==> config.mk <==
export PLATFORM = sky130hd
export DESIGN_NAME = sha1_byte_stream_hasher_core
export DESIGN_NICKNAME = d
export VERILOG_FILES = /design/src/rtl/core/sha1h_pkg.sv /design/src/rtl/core/sha1h_front.sv /design/src/rtl/core/sha1h_fifo.sv /design/src/rtl/core/sha1h_back.sv /design/src/rtl/core/sha1_byte_stream_hasher_core.sv
export SDC_FILE = /design/constraint.sdc
export NUM_CORES = 2
export LEC_CHECK = 0
export BUFFER_PORTS_ARGS = -buffer_cell sky130_fd_sc_hd__buf_4
export CAP_MARGIN = 20
export CORE_MARGIN = 4
export CORE_UTILIZATION = 30
export DETAILED_ROUTE_END_ITERATION = 8
export GPL_ROUTABILITY_DRIVEN = 0
export SLEW_MARGIN = 20
export SYNTH_ARGS = -nofsm -noshare
export SYNTH_HDL_FRONTEND = slang
export SYNTH_SLANG_ARGS = --single-unit
==> constraint.sdc <==
create_clock -name clk -period 41.7 [get_ports clk]
set_input_delay 2.085 -clock clk [delete_from_list [all_inputs] [get_ports clk]]
set_output_delay 2.085 -clock clk [all_outputs]
set_load 0.01 [all_outputs]
==> src/rtl/core/sha1h_pkg.sv <==
// ----------------------------------------------------------------------------
// sha1h_pkg
// Shared types and constants of the SHA-1 byte stream hasher.
// ----------------------------------------------------------------------------
package sha1h_pkg;

  // One classified input transaction as it travels from front to back.
  typedef struct packed {
    logic [7:0] data_byte;
    logic       has_byte;
    logic       end_of_message;
  } cmd_t;

  localparam int CHAIN_WORDS = 5;
  localparam int BLOCK_WORDS = 16;
  localparam int ROUNDS      = 80;
  localparam int DIGEST_BYTES = 20;

  // Initial chaining values h0 to h4.
  localparam logic [31:0] H_INIT [CHAIN_WORDS] = '{
    32'h67452301, 32'hefcdab89, 32'h98badcfe, 32'h10325476, 32'hc3d2e1f0
  };

  // Round constants, one for each group of twenty rounds.
  localparam logic [31:0] K_0 = 32'h5a827999;
  localparam logic [31:0] K_1 = 32'h6ed9eba1;
  localparam logic [31:0] K_2 = 32'h8f1bbcdc;
  localparam logic [31:0] K_3 = 32'hca62c1d6;

  // First padding byte.
  localparam logic [7:0] PAD_BYTE = 8'h80;

  // First position of the padding byte at which the length no longer fits
  // in the same block.
  localparam logic [5:0] PAD_SPLIT = 6'd56;

endpackage

==> src/rtl/core/sha1h_front.sv <==
// ----------------------------------------------------------------------------
// sha1h_front
// Accepts input transactions, drops those that carry neither a byte nor an
// end mark, and holds the rest in a register until the queue takes them.
// ----------------------------------------------------------------------------
module sha1h_front (
  input  logic               clk,
  input  logic               rst_n,
  input  logic               in_valid,
  output logic               in_ready,
  input  logic [7:0]         in_data_byte,
  input  logic               in_has_byte,
  input  logic               in_end_of_message,
  output logic               cmd_valid,
  input  logic               cmd_ready,
  output sha1h_pkg::cmd_t    cmd
);

  logic            hold_v_r, hold_v_nxt;
  sha1h_pkg::cmd_t cmd_r, cmd_nxt;
  logic            accept;
  logic            useful;

  // The holding register frees up in the same cycle that the queue takes it.
  assign in_ready  = !hold_v_r || cmd_ready;
  assign accept    = in_valid && in_ready;
  assign useful    = in_has_byte || in_end_of_message;
  assign cmd_valid = hold_v_r;
  assign cmd       = cmd_r;

  // Next value of the holding register.
  always_comb begin
    hold_v_nxt = hold_v_r && !cmd_ready;
    cmd_nxt    = cmd_r;
    if (accept && useful) begin
      hold_v_nxt             = 1'b1;
      cmd_nxt.data_byte      = in_data_byte;
      cmd_nxt.has_byte       = in_has_byte;
      cmd_nxt.end_of_message = in_end_of_message;
    end
  end

  always_ff @(posedge clk) begin
    if (!rst_n) begin
      hold_v_r <= 1'b0;
    end else begin
      hold_v_r <= hold_v_nxt;
    end
  end

  always_ff @(posedge clk) begin
    cmd_r <= cmd_nxt;
  end

endmodule

==> src/rtl/core/sha1h_fifo.sv <==
// ----------------------------------------------------------------------------
// sha1h_fifo
// Short command queue that decouples the front from the hashing back end.
// ----------------------------------------------------------------------------
module sha1h_fifo #(
  parameter int DEPTH = 4
) (
  input  logic            clk,
  input  logic            rst_n,
  input  logic            wr_valid,
  output logic            wr_ready,
  input  sha1h_pkg::cmd_t wr_cmd,
  output logic            rd_valid,
  input  logic            rd_ready,
  output sha1h_pkg::cmd_t rd_cmd
);

  localparam int PW = $clog2(DEPTH);
  localparam int CW = $clog2(DEPTH + 1);
  localparam logic [PW-1:0] PTR_LAST = PW'(DEPTH - 1);
  localparam logic [CW-1:0] CNT_FULL = CW'(DEPTH);

  sha1h_pkg::cmd_t mem [DEPTH];
  logic [PW-1:0]   wr_ptr_r, wr_ptr_nxt;
  logic [PW-1:0]   rd_ptr_r, rd_ptr_nxt;
  logic [CW-1:0]   count_r, count_nxt;
  logic            push, pop;

  assign wr_ready = (count_r != CNT_FULL);
  assign rd_valid = (count_r != '0);
  assign rd_cmd   = mem[rd_ptr_r];
  assign push     = wr_valid && wr_ready;
  assign pop      = rd_valid && rd_ready;

  // Pointer and occupancy update.
  always_comb begin
    wr_ptr_nxt = wr_ptr_r;
    rd_ptr_nxt = rd_ptr_r;
    count_nxt  = count_r;
    if (push) begin
      wr_ptr_nxt = (wr_ptr_r == PTR_LAST) ? '0 : wr_ptr_r + 1'b1;
    end
    if (pop) begin
      rd_ptr_nxt = (rd_ptr_r == PTR_LAST) ? '0 : rd_ptr_r + 1'b1;
    end
    priority if (push && !pop) begin
      count_nxt = count_r + 1'b1;
    end else if (pop && !push) begin
      count_nxt = count_r - 1'b1;
    end else begin
      count_nxt = count_r;
    end
  end

  always_ff @(posedge clk) begin
    if (!rst_n) begin
      wr_ptr_r <= '0;
      rd_ptr_r <= '0;
      count_r  <= '0;
    end else begin
      wr_ptr_r <= wr_ptr_nxt;
      rd_ptr_r <= rd_ptr_nxt;
      count_r  <= count_nxt;
    end
  end

  // Queue storage.
  always_ff @(posedge clk) begin
    if (push) begin
      mem[wr_ptr_r] <= wr_cmd;
    end
  end

endmodule

==> src/rtl/core/sha1h_back.sv <==
// ----------------------------------------------------------------------------
// sha1h_back
// Packs bytes into the block buffer, pads the final block, runs the round
// engine one round per cycle and streams the digest out through a register.
// ----------------------------------------------------------------------------
module sha1h_back (
  input  logic            clk,
  input  logic            rst_n,
  input  logic            cmd_valid,
  output logic            cmd_ready,
  input  sha1h_pkg::cmd_t cmd,
  output logic            out_valid,
  input  logic            out_ready,
  output logic [7:0]      out_digest_byte,
  output logic            out_digest_last
);

  typedef enum logic [4:0] {
    ST_LOAD  = 5'b00001,
    ST_PAD1  = 5'b00010,
    ST_PAD2  = 5'b00100,
    ST_FINAL = 5'b01000,
    ST_OUT   = 5'b10000
  } state_t;

  localparam logic [6:0] RND_ADD  = 7'(sha1h_pkg::ROUNDS);
  localparam logic [6:0] RND_G1   = 7'd20;
  localparam logic [6:0] RND_G2   = 7'd40;
  localparam logic [6:0] RND_G3   = 7'd60;
  localparam logic [4:0] OIDX_END = 5'(sha1h_pkg::DIGEST_BYTES - 1);
  localparam logic [5:0] FILL_END = 6'd63;

  // Sequencer and block buffer.
  state_t      state_r, state_nxt;
  logic [31:0] blk_r   [sha1h_pkg::BLOCK_WORDS];
  logic [31:0] blk_nxt [sha1h_pkg::BLOCK_WORDS];
  logic [5:0]  fill_r, fill_nxt;
  logic        full_r, full_nxt;
  logic        last_blk_r, last_blk_nxt;
  logic [60:0] msg_r, msg_nxt;
  logic [63:0] bit_len;

  // Round engine.
  logic [31:0] chain_r   [sha1h_pkg::CHAIN_WORDS];
  logic [31:0] chain_nxt [sha1h_pkg::CHAIN_WORDS];
  logic [31:0] win_r     [sha1h_pkg::BLOCK_WORDS];
  logic [31:0] win_nxt   [sha1h_pkg::BLOCK_WORDS];
  logic [31:0] a_r, b_r, c_r, d_r, e_r;
  logic [31:0] a_nxt, b_nxt, c_nxt, d_nxt, e_nxt;
  logic        busy_r, busy_nxt;
  logic [6:0]  rnd_r, rnd_nxt;
  logic        job_last_r, job_last_nxt;
  logic        start, fin_done;
  logic [31:0] f_val, k_val, t_val, w_new;

  // Output register.
  logic        out_valid_r, out_valid_nxt;
  logic [7:0]  out_byte_r, out_byte_nxt;
  logic        out_last_r, out_last_nxt;
  logic [4:0]  oidx_r, oidx_nxt;
  logic [31:0] sel_word;

  assign out_valid       = out_valid_r;
  assign out_digest_byte = out_byte_r;
  assign out_digest_last = out_last_r;

  assign bit_len  = {msg_r, 3'b000};
  assign start    = full_r && !busy_r;
  assign fin_done = busy_r && (rnd_r == RND_ADD) && job_last_r;
  assign sel_word = chain_r[oidx_r[4:2]];

  // Round function and constant for the current group of twenty rounds.
  always_comb begin
    priority if (rnd_r < RND_G1) begin
      f_val = (b_r & c_r) | (~b_r & d_r);
      k_val = sha1h_pkg::K_0;
    end else if (rnd_r < RND_G2) begin
      f_val = b_r ^ c_r ^ d_r;
      k_val = sha1h_pkg::K_1;
    end else if (rnd_r < RND_G3) begin
      f_val = (b_r & c_r) | (b_r & d_r) | (c_r & d_r);
      k_val = sha1h_pkg::K_2;
    end else begin
      f_val = b_r ^ c_r ^ d_r;
      k_val = sha1h_pkg::K_3;
    end
  end

  assign t_val = {a_r[26:0], a_r[31:27]} + f_val + e_r + k_val + win_r[0];
  assign w_new = {win_r[13][30:0] ^ win_r[8][30:0] ^ win_r[2][30:0] ^ win_r[0][30:0],
                  win_r[13][31] ^ win_r[8][31] ^ win_r[2][31] ^ win_r[0][31]};

  // Round engine: load a full block, run 80 rounds, then fold the working
  // words into the chaining words.
  always_comb begin
    win_nxt      = win_r;
    a_nxt        = a_r;
    b_nxt        = b_r;
    c_nxt        = c_r;
    d_nxt        = d_r;
    e_nxt        = e_r;
    busy_nxt     = busy_r;
    rnd_nxt      = rnd_r;
    job_last_nxt = job_last_r;
    if (start) begin
      win_nxt      = blk_r;
      a_nxt        = chain_r[0];
      b_nxt        = chain_r[1];
      c_nxt        = chain_r[2];
      d_nxt        = chain_r[3];
      e_nxt        = chain_r[4];
      busy_nxt     = 1'b1;
      rnd_nxt      = '0;
      job_last_nxt = last_blk_r;
    end else if (busy_r && (rnd_r != RND_ADD)) begin
      for (int i = 0; i < sha1h_pkg::BLOCK_WORDS - 1; i++) begin
        win_nxt[i] = win_r[i+1];
      end
      win_nxt[sha1h_pkg::BLOCK_WORDS-1] = w_new;
      a_nxt   = t_val;
      b_nxt   = a_r;
      c_nxt   = {b_r[1:0], b_r[31:2]};
      d_nxt   = c_r;
      e_nxt   = d_r;
      rnd_nxt = rnd_r + 1'b1;
    end else if (busy_r) begin
      busy_nxt = 1'b0;
    end
  end

  // Sequencer: byte packing, padding, length insertion and digest output.
  always_comb begin
    state_nxt     = state_r;
    blk_nxt       = blk_r;
    fill_nxt      = fill_r;
    full_nxt      = full_r;
    last_blk_nxt  = last_blk_r;
    msg_nxt       = msg_r;
    chain_nxt     = chain_r;
    out_valid_nxt = out_valid_r;
    out_byte_nxt  = out_byte_r;
    out_last_nxt  = out_last_r;
    oidx_nxt      = oidx_r;
    cmd_ready     = 1'b0;

    // The engine has taken the buffer: it starts over empty.
    if (start) begin
      for (int i = 0; i < sha1h_pkg::BLOCK_WORDS; i++) begin
        blk_nxt[i] = '0;
      end
      full_nxt     = 1'b0;
      last_blk_nxt = 1'b0;
    end

    // Fold the working words in at the end of a compression.
    if (busy_r && (rnd_r == RND_ADD)) begin
      chain_nxt[0] = chain_r[0] + a_r;
      chain_nxt[1] = chain_r[1] + b_r;
      chain_nxt[2] = chain_r[2] + c_r;
      chain_nxt[3] = chain_r[3] + d_r;
      chain_nxt[4] = chain_r[4] + e_r;
    end

    if (out_valid_r && out_ready) begin
      out_valid_nxt = 1'b0;
    end

    unique case (state_r)
      ST_LOAD: begin
        if (cmd_valid && !full_r) begin
          cmd_ready = 1'b1;
          if (cmd.has_byte) begin
            blk_nxt[fill_r[5:2]][{~fill_r[1:0], 3'b000} +: 8] = cmd.data_byte;
            msg_nxt  = msg_r + 1'b1;
            fill_nxt = fill_r + 1'b1;
            if (fill_r == FILL_END) begin
              full_nxt = 1'b1;
            end
          end
          if (cmd.end_of_message) begin
            state_nxt = ST_PAD1;
          end
        end
      end
      ST_PAD1: begin
        // The buffer is zeroed after each copy, so trailing zeros come free.
        if (!full_r) begin
          blk_nxt[fill_r[5:2]][{~fill_r[1:0], 3'b000} +: 8] = sha1h_pkg::PAD_BYTE;
          if (fill_r >= sha1h_pkg::PAD_SPLIT) begin
            full_nxt = 1'b1;
            fill_nxt = '0;
          end else begin
            fill_nxt = fill_r + 1'b1;
          end
          state_nxt = ST_PAD2;
        end
      end
      ST_PAD2: begin
        if (!full_r) begin
          blk_nxt[14]  = bit_len[63:32];
          blk_nxt[15]  = bit_len[31:0];
          full_nxt     = 1'b1;
          last_blk_nxt = 1'b1;
          fill_nxt     = '0;
          state_nxt    = ST_FINAL;
        end
      end
      ST_FINAL: begin
        oidx_nxt = '0;
        if (fin_done) begin
          state_nxt = ST_OUT;
        end
      end
      ST_OUT: begin
        if (!out_valid_r || out_ready) begin
          out_valid_nxt = 1'b1;
          out_byte_nxt  = sel_word[{~oidx_r[1:0], 3'b000} +: 8];
          out_last_nxt  = (oidx_r == OIDX_END);
          oidx_nxt      = oidx_r + 1'b1;
          if (oidx_r == OIDX_END) begin
            // Digest handed over: reinitialise for the next message.
            chain_nxt = sha1h_pkg::H_INIT;
            msg_nxt   = '0;
            state_nxt = ST_LOAD;
          end
        end
      end
      default: begin
        state_nxt = ST_LOAD;
      end
    endcase
  end

  // Control state and the architectural state of the hash.
  always_ff @(posedge clk) begin
    if (!rst_n) begin
      state_r     <= ST_LOAD;
      fill_r      <= '0;
      full_r      <= 1'b0;
      last_blk_r  <= 1'b0;
      msg_r       <= '0;
      busy_r      <= 1'b0;
      rnd_r       <= '0;
      job_last_r  <= 1'b0;
      out_valid_r <= 1'b0;
      oidx_r      <= '0;
      chain_r     <= sha1h_pkg::H_INIT;
      for (int i = 0; i < sha1h_pkg::BLOCK_WORDS; i++) begin
        blk_r[i] <= '0;
      end
    end else begin
      state_r     <= state_nxt;
      fill_r      <= fill_nxt;
      full_r      <= full_nxt;
      last_blk_r  <= last_blk_nxt;
      msg_r       <= msg_nxt;
      busy_r      <= busy_nxt;
      rnd_r       <= rnd_nxt;
      job_last_r  <= job_last_nxt;
      out_valid_r <= out_valid_nxt;
      oidx_r      <= oidx_nxt;
      chain_r     <= chain_nxt;
      blk_r       <= blk_nxt;
    end
  end

  // Working words, schedule window and output payload.
  always_ff @(posedge clk) begin
    win_r      <= win_nxt;
    a_r        <= a_nxt;
    b_r        <= b_nxt;
    c_r        <= c_nxt;
    d_r        <= d_nxt;
    e_r        <= e_nxt;
    out_byte_r <= out_byte_nxt;
    out_last_r <= out_last_nxt;
  end

endmodule

==> src/rtl/core/sha1_byte_stream_hasher_core.sv <==
// Path: a byte passes through the front's holding register and the queue and is
//   packed in the cycle it leaves the queue; each full block then passes the
//   round engine in order: a load, 80 rounds and a fold.
// Block rate: bounded by the single round unit;
//   the next block loads while the current one compresses.
// End of message: padding in ST_PAD1 and ST_PAD2, one or two compressions, 20 digest bytes.
// Reset: synchronous, active low; chaining words return to their initial values.
// ----------------------------------------------------------------------------
// sha1_byte_stream_hasher_core
// SHA-1 over a byte stream: front classifier, command queue and hashing back.
// ----------------------------------------------------------------------------
module sha1_byte_stream_hasher_core #(
  parameter int QUEUE_DEPTH = 4
) (
  input  logic       clk,
  input  logic       rst_n,
  input  logic       in_valid,
  output logic       in_ready,
  input  logic [7:0] in_data_byte,
  input  logic       in_has_byte,
  input  logic       in_end_of_message,
  output logic       out_valid,
  input  logic       out_ready,
  output logic [7:0] out_digest_byte,
  output logic       out_digest_last
);

  sha1h_pkg::cmd_t front_cmd, back_cmd;
  logic            front_valid, front_ready;
  logic            back_valid, back_ready;

  // Front: accepts and classifies input transactions.
  sha1h_front u_front (
    .clk               (clk),
    .rst_n             (rst_n),
    .in_valid          (in_valid),
    .in_ready          (in_ready),
    .in_data_byte      (in_data_byte),
    .in_has_byte       (in_has_byte),
    .in_end_of_message (in_end_of_message),
    .cmd_valid         (front_valid),
    .cmd_ready         (front_ready),
    .cmd               (front_cmd)
  );

  // Queue between the two halves.
  sha1h_fifo #(
    .DEPTH (QUEUE_DEPTH)
  ) u_fifo (
    .clk      (clk),
    .rst_n    (rst_n),
    .wr_valid (front_valid),
    .wr_ready (front_ready),
    .wr_cmd   (front_cmd),
    .rd_valid (back_valid),
    .rd_ready (back_ready),
    .rd_cmd   (back_cmd)
  );

  // Back: packing, padding, compression and digest output.
  sha1h_back u_back (
    .clk             (clk),
    .rst_n           (rst_n),
    .cmd_valid       (back_valid),
    .cmd_ready       (back_ready),
    .cmd             (back_cmd),
    .out_valid       (out_valid),
    .out_ready       (out_ready),
    .out_digest_byte (out_digest_byte),
    .out_digest_last (out_digest_last)
  );

endmodule

# Word-level counts from Yosys, hierarchy flattened
# Memory sizes are Yosys's and may differ from the RTL's. A register that Yosys moved wholly into a read port is not among the register bits.
# Index checks and enable logic that the tools add are counted.
op_classes:
  addsub: 18
  n_lt_le_gt_ge: 7
  n_eq_ne: 21
  n_shift: 4
  muxes: 84
  bitwise: 21
  n_reduce_logical: 36
ops:
  columns: ["op", "n"]
  rows:
  - ["2-to-1 mux 512 bit", 6]
  - ["bitwise mux 512 bit", 2]
  - ["one-hot mux 448 bit (2 select lines)", 1]
  - ["2-to-1 mux 160 bit", 4]
  - ["2-to-1 mux 32 bit", 18]
  - ["adder 32 bit", 9]
  - ["2-to-1 mux 61 bit", 4]
  - ["one-hot mux 64 bit (3 select lines)", 1]
  - ["bitwise AND 32 bit", 4]
  - ["demux 32 bit (select 4 bit)", 1]
  - ["one-hot mux 61 bit (2 select lines)", 1]
  - ["binary-select mux 32 bit (select 3 bit)", 1]
  - ["OR 32 bit", 3]
  - ["bitwise XOR 31 bit", 3]
  - ["2-to-1 mux 64 bit", 1]
  - ["bitwise XOR 32 bit", 2]
  - ["adder 61 x 1 -> 61 bit (second input constant)", 1]
  - ["2-to-1 mux 5 bit", 8]
  - ["inverter 32 bit", 1]
  - ["variable shift 8 x 7 -> 32 bit (first input constant)", 1]
  - ["indexed part select 32 x 6 -> 8 bit", 1]
  - ["indexed part select 8 x 7 -> 32 bit", 1]
  - ["indexed part select 8 x 7 -> 32 bit (first input constant)", 1]
  - ["2-to-1 mux 31 bit", 1]
  - ["47 further kinds", 115]
word_totals:
  regBits: 1460
  ramBits: 40
  inputBits: 14
  out_inout_bits: 11
  mem_count: 1
mem_list:
  columns: ["name", "depth", "word_bits", "read_ports", "rd_clocked_by_memory_dff", "wr", "line_no", "text"]
  rows:
  - ["u_fifo.mem", 4, 10, 1, 1, 1, "sha1h_fifo.sv:23", "sha1h_pkg::cmd_t mem [DEPTH];"]

# Depth between registers and ports, before layout
logic_depth:
  ltp_word: 12
  mapped_depth: 27

# Modules after synthesis
# A second synthesis with hierarchy kept.
hier_totals:
  cells_unflattened: 8215
  hier_area_um2: 75164.6
modules_own_cells:
  columns: ["mod", "instances", "cells_per_inst", "area_per_inst_um2"]
  rows:
  - ["sha1h_back", 1, 8097, 72891.2]
  - ["sha1h_fifo", 1, 103, 1920.6]
  - ["sha1h_front", 1, 15, 352.8]

# Least setup slack after synthesis
# No wires, ideal clock.
synth_timing:
  path_kind: "register to register"
  from: "register u_back.full_r"
  to: "register u_back.a_r[0], enable pin"
  setup_ns: 4.675
  arrival_ns: 12.313
  required_time_ns: 37.025
  slack_ns: 24.712
  stages_incl_launch_ff: 7
  path_buffers: 4
  period_less_slack_ns: 16.988
  path_cell_list: "dfxtp_1 > clkbuf_1 > nand2b_1 > clkbuf_1 > clkbuf_1 > buf_1 > nand2_1"
synth_via:
  elab_chain_len: 2
synth_lines:
  columns: ["item", "line_no", "text"]
  rows:
  - ["start: declaration", "sha1h_back.sv:38", "logic full_r, full_nxt;"]
  - ["start signal: assignment", "sha1h_back.sv:254", "full_r <= full_nxt;"]
  - ["logical AND 1 bit", "sha1h_back.sv:68", "assign start = full_r && !busy_r;"]
  - ["nonzero test 2 bit (no line)", null, null]
  - ["end signal: assignment", "sha1h_back.sv:270", "a_r <= a_nxt;"]
  - ["end: declaration", "sha1h_back.sv:48", "logic [31:0] a_r, b_r, c_r, d_r, e_r;"]
# No other way between the ends.
# A chain may end at the register's enable or synchronous reset.

# Worst setup path after layout
layout_timing:
  from: "register u_back.rnd_r[4]"
  to: "register u_back.a_r[31] (data pin)"
layout_via:
  elab_chain_len: 10
layout_lines:
  columns: ["item", "line_no", "text"]
  rows:
  - ["start: declaration", "sha1h_back.sv:51", "logic [6:0] rnd_r, rnd_nxt;"]
  - ["start signal: assignment", "sha1h_back.sv:258", "rnd_r <= rnd_nxt;"]
  - ["< comparator 7 x 6 -> 1 bit", "sha1h_back.sv:80", "end else if (rnd_r < RND_G3) begin"]
  - ["2-to-1 mux 32 bit", "sha1h_back.sv:80", null]
  - ["2-to-1 mux 32 bit", "sha1h_back.sv:77", "end else if (rnd_r < RND_G2) begin"]
  - ["2-to-1 mux 32 bit", "sha1h_back.sv:74", "priority if (rnd_r < RND_G1) begin"]
  - ["adder 32 bit (2 in series)", "sha1h_back.sv:89", "assign t_val = {a_r[26:0], a_r[31:27]} + f_val + e_r + k_val + win_r[0];"]
  - ["adder 32 bit (*) (2 in series)", "sha1h_back.sv:89", null]
  - ["2-to-1 mux 32 bit (*)", "sha1h_back.sv:115", "end else if (busy_r && (rnd_r != RND_ADD)) begin"]
  - ["2-to-1 mux 32 bit (*)", "sha1h_back.sv:105", "if (start) begin"]
  - ["named net u_back.a_nxt[31]", "sha1h_back.sv:49", "logic [31:0] a_nxt, b_nxt, c_nxt, d_nxt, e_nxt;"]
# The timed path passes the listed nets; every way through them passes the cells marked *. The select of a mux whose other input is x is not followed.

==> reports/metrics.csv <==
metric,value,unit
"top cells by area, synth","edfxtp_1, dfxtp_1, nand2_1, a21oi_1, ha_1",
CTS root buffer,clkbuf_16,
main flop type after synthesis,dfxtp_1,
top post-synthesis cells by count,"nand2_1, dfxtp_1, edfxtp_1, a21oi_1, nor2_1",
RSZ-0062 raised after global routing,no,
Compound-Gate Fraction of Synth Area,15.91,%
Max-Cap Viols,0,
Nets,8683,
clk_lat worst skew,820,ps
Static Leak,32.09,nW
Clock Path Buffers,3,
Starting Density,30.12,%
Setup Total Neg Slack,0,ps
Setup crit end kind,register,
Clk pwr share,18.7,%
DRT iter0 DRCs,7583,
switch share,43.19,%
DRC,0,
Hold Path Stages,2,
Total Routed Length,258.9,mm
antenna violations before repair,6,
total CTS buffers,163,
CP Max Fanout,35,
final instance area,85470,um2
worst slew pin tran,1199,ps
post-synthesis mux area share,1.494,%
Sinks on Clock Net,1502,
Synth Cell Area,76470,um2
Worst Path Buf+Inv,6,
syn nets,8854,
Comb power frac,49.7,%
H-tree levels,4,
CP Depth,26,
largest area contributor in the netlist,edfxtp_1,
Die X,512.9,um
setup bufs post-CTS,0,
PwrDens,90.56,nW/um2
fin util,33.66,%
Design Power,7.740,mW
Peak supply drop,0.08798,mV
fmax,137.9,MHz
internal power,4.397,mW
Vias/cell,5.482,
routed len/inst,21.91,um
sw power,3.343,mW
DR pass1 iterations,6,
Final min period,7250,ps
IO Port Bufs,24,
reg2reg path depth,26,
clock-pin transition on the worst setup and hold timing paths,60,ps
Hold Fails Final Rpt,0,
via count,64780,
Post-DRT Antenna Nets,0,
Synth Area in XOR/XNOR,3.516,%
synth warn,0,
GRT Overall Usage,18.84,%
relative slew slack,19.96,%
Tcrit/Tclk final,17.39,%
GRT overflow,0,
core box area,253900,um2
Post-synth ARST share,0,%
num rows,185,
"slowest stage delay, CP",670,ps
synth unique cells,87,
dominant cell by count in the synthesized netlist,nand2_1,
Sequential Power Share,31.6,%
synthesis-to-layout area growth,11.77,%
CTS tree,yes,
die height,512.9,um
number of synthesized register bits,1502,
first-pass GRT wire length,385.9,mm
Placed Area,80100,um2
Hold Path Class,reg2reg,
number of flops mapped to enable cells by yosys,731,
syn_area_per_cell,9.018,um2
final slew viol count,0,
crit path max-delay cell type,a41oi_1,
kind of critical path,reg2reg,
clk_skew,37.89,ps
Die ar.,263100,um2
Setup Viol. Count Final,0,
Layout fillers,25810,
outcome,"finished, final reports clean",
Mapped Cells,8480,
critical path arrival,7770,ps
share of Yosys cell area claimed by the top area cell type,28.70,%
ratio of cells with drive above 1 in the final layout,5.552,%
combinational family with the most area after synthesis,simple AND/OR/NAND/NOR gates,
Synth Area in Adders,7.117,%
WP data required,42220,ps
Crit path max-delay family,compound AO/OA/AOI/OAI gates,
register area share after synthesis,48.89,%
Synth Area in Simple Gates,19.66,%
IO Count,25,
pin count of the biggest net entering global routing,197,
critical path launch point type,register,
DP Wirelength,176.3,mm
vias in the first global route,61410,
post-CTS sizing,0,
hold_buf cts,0,
## per-layer routing
| metal | routed length, um | part of all wire [%] | global-route usage, % | vias up |
|---|---|---|---|---|
| li1 | - | - | - | 29390 |
| met1 | 107400 | 42 | 25.35 | 31710 |
| met2 | 115400 | 45 | 29.29 | 3086 |
| met3 | 23520 | 9.1 | 3.595 | 592 |
| met4 | 12480 | 4.8 | 8.585 | 2 |
| met5 | 9 | 0.0035 | 0 | - |
## state kept, by name, summed over array words and instances (netlist names), 6 cells and up, named ones only
name / cells
u_back.b_r: 32
u_back.d_r: 32
u_back.rnd_r: 7
u_back.fill_r: 6
u_front.cmd: 10
u_back.chain_r: 160
u_back.msg_r: 61
u_back.e_r: 32
u_back.blk_r: 512
u_back.c_r: 32
u_back.win_r: 512
u_back.a_r: 32
u_fifo.mem: 40
u_back.out_digest_byte: 8
## stage by stage
step / setup WS [ps] / instances / hold slack [ps]
floorplan: 24710 / 8480 / 424.9
global placement: 34520 / 11510 / 433.1
detailed placement: 34510 / 11510 / 442.2
CTS: 34490 / 11810 / 456.0
global route: 34130 / 11810 / 473.7
finish: 34450 / 11820 / 452.0
## cell families after synthesis
logic type / after synthesis
and+or+nand+nor: 3680
AOI/OAI and AO/OA: 1879
DFF: 1502
buffers and inverters: 691
adders and majority gates: 360
xor gates and xnor gates: 307
muxes: 61
## worst paths after layout
kind / endpoint / from / slack, ps
worst min register to register: u_back.blk_r[245]$_SDFF_PN0_ / u_back.blk_r[245]$_SDFF_PN0_ / 450
worst max-delay path: u_back.a_r[31]$_DFFE_PP_ / u_back.rnd_r[4]$_SDFFE_PP0P_ / 34450
worst max register to register: u_back.a_r[31]$_DFFE_PP_ / u_back.rnd_r[4]$_SDFFE_PP0P_ / 34450
worst min-delay path: u_back.blk_r[245]$_SDFF_PN0_ / u_back.blk_r[245]$_SDFF_PN0_ / 450
## power by group through the flow
| stage | clock [mW] | sequential [mW] | combinational, mW |
|---|---|---|---|
| 3_5_place_dp | 0 | 2.47 | 3.76 |
| 3_3_place_gp | 0 | 2.46 | 3.69 |
| 2_1_floorplan | 0 | 2.56 | 2.76 |
| 4_1_cts | 1.47 | 2.44 | 3.79 |
| 5_1_grt | 1.53 | 2.47 | 4.24 |
| 6_report | 1.45 | 2.44 | 3.85 |
## cell usage in the layout, fill, tap and decap left out, drive strengths merged, types with 111 or more instances in the layout
cell type	instances
a21oi	620
buf	127
clkbuf	234
dfxtp	771
edfxtp	731
fa	125
ha	235
inv	232
nand2	2517
nand3	141
nor2	604
o21ai	359
xnor2	196
xor2	111
## final cells by class
type	count	area [um2]	area share, %
Antenna cell	3	7.507	0.008783
Clock buffer	234	4599	5.381
Clock inverter	69	670.6	0.7847
Inverter	228	863.3	1.010
Multi-Input combinational cell	6287	36700	42.94
Sequential cell	1502	37390	43.74
Tap cell	3366	4212	4.928
Timing Repair Buffer	127	1030	1.205
## worst min-delay path: cells and delay by family, from the launching register on
| family | cells | cell delay (ps) |
|---|---|---|
| compound gates | 1 | 50 |
| flops | 1 | 320 |
| simple gates | 1 | 40 |
Power figures use the tool's default switching activity.
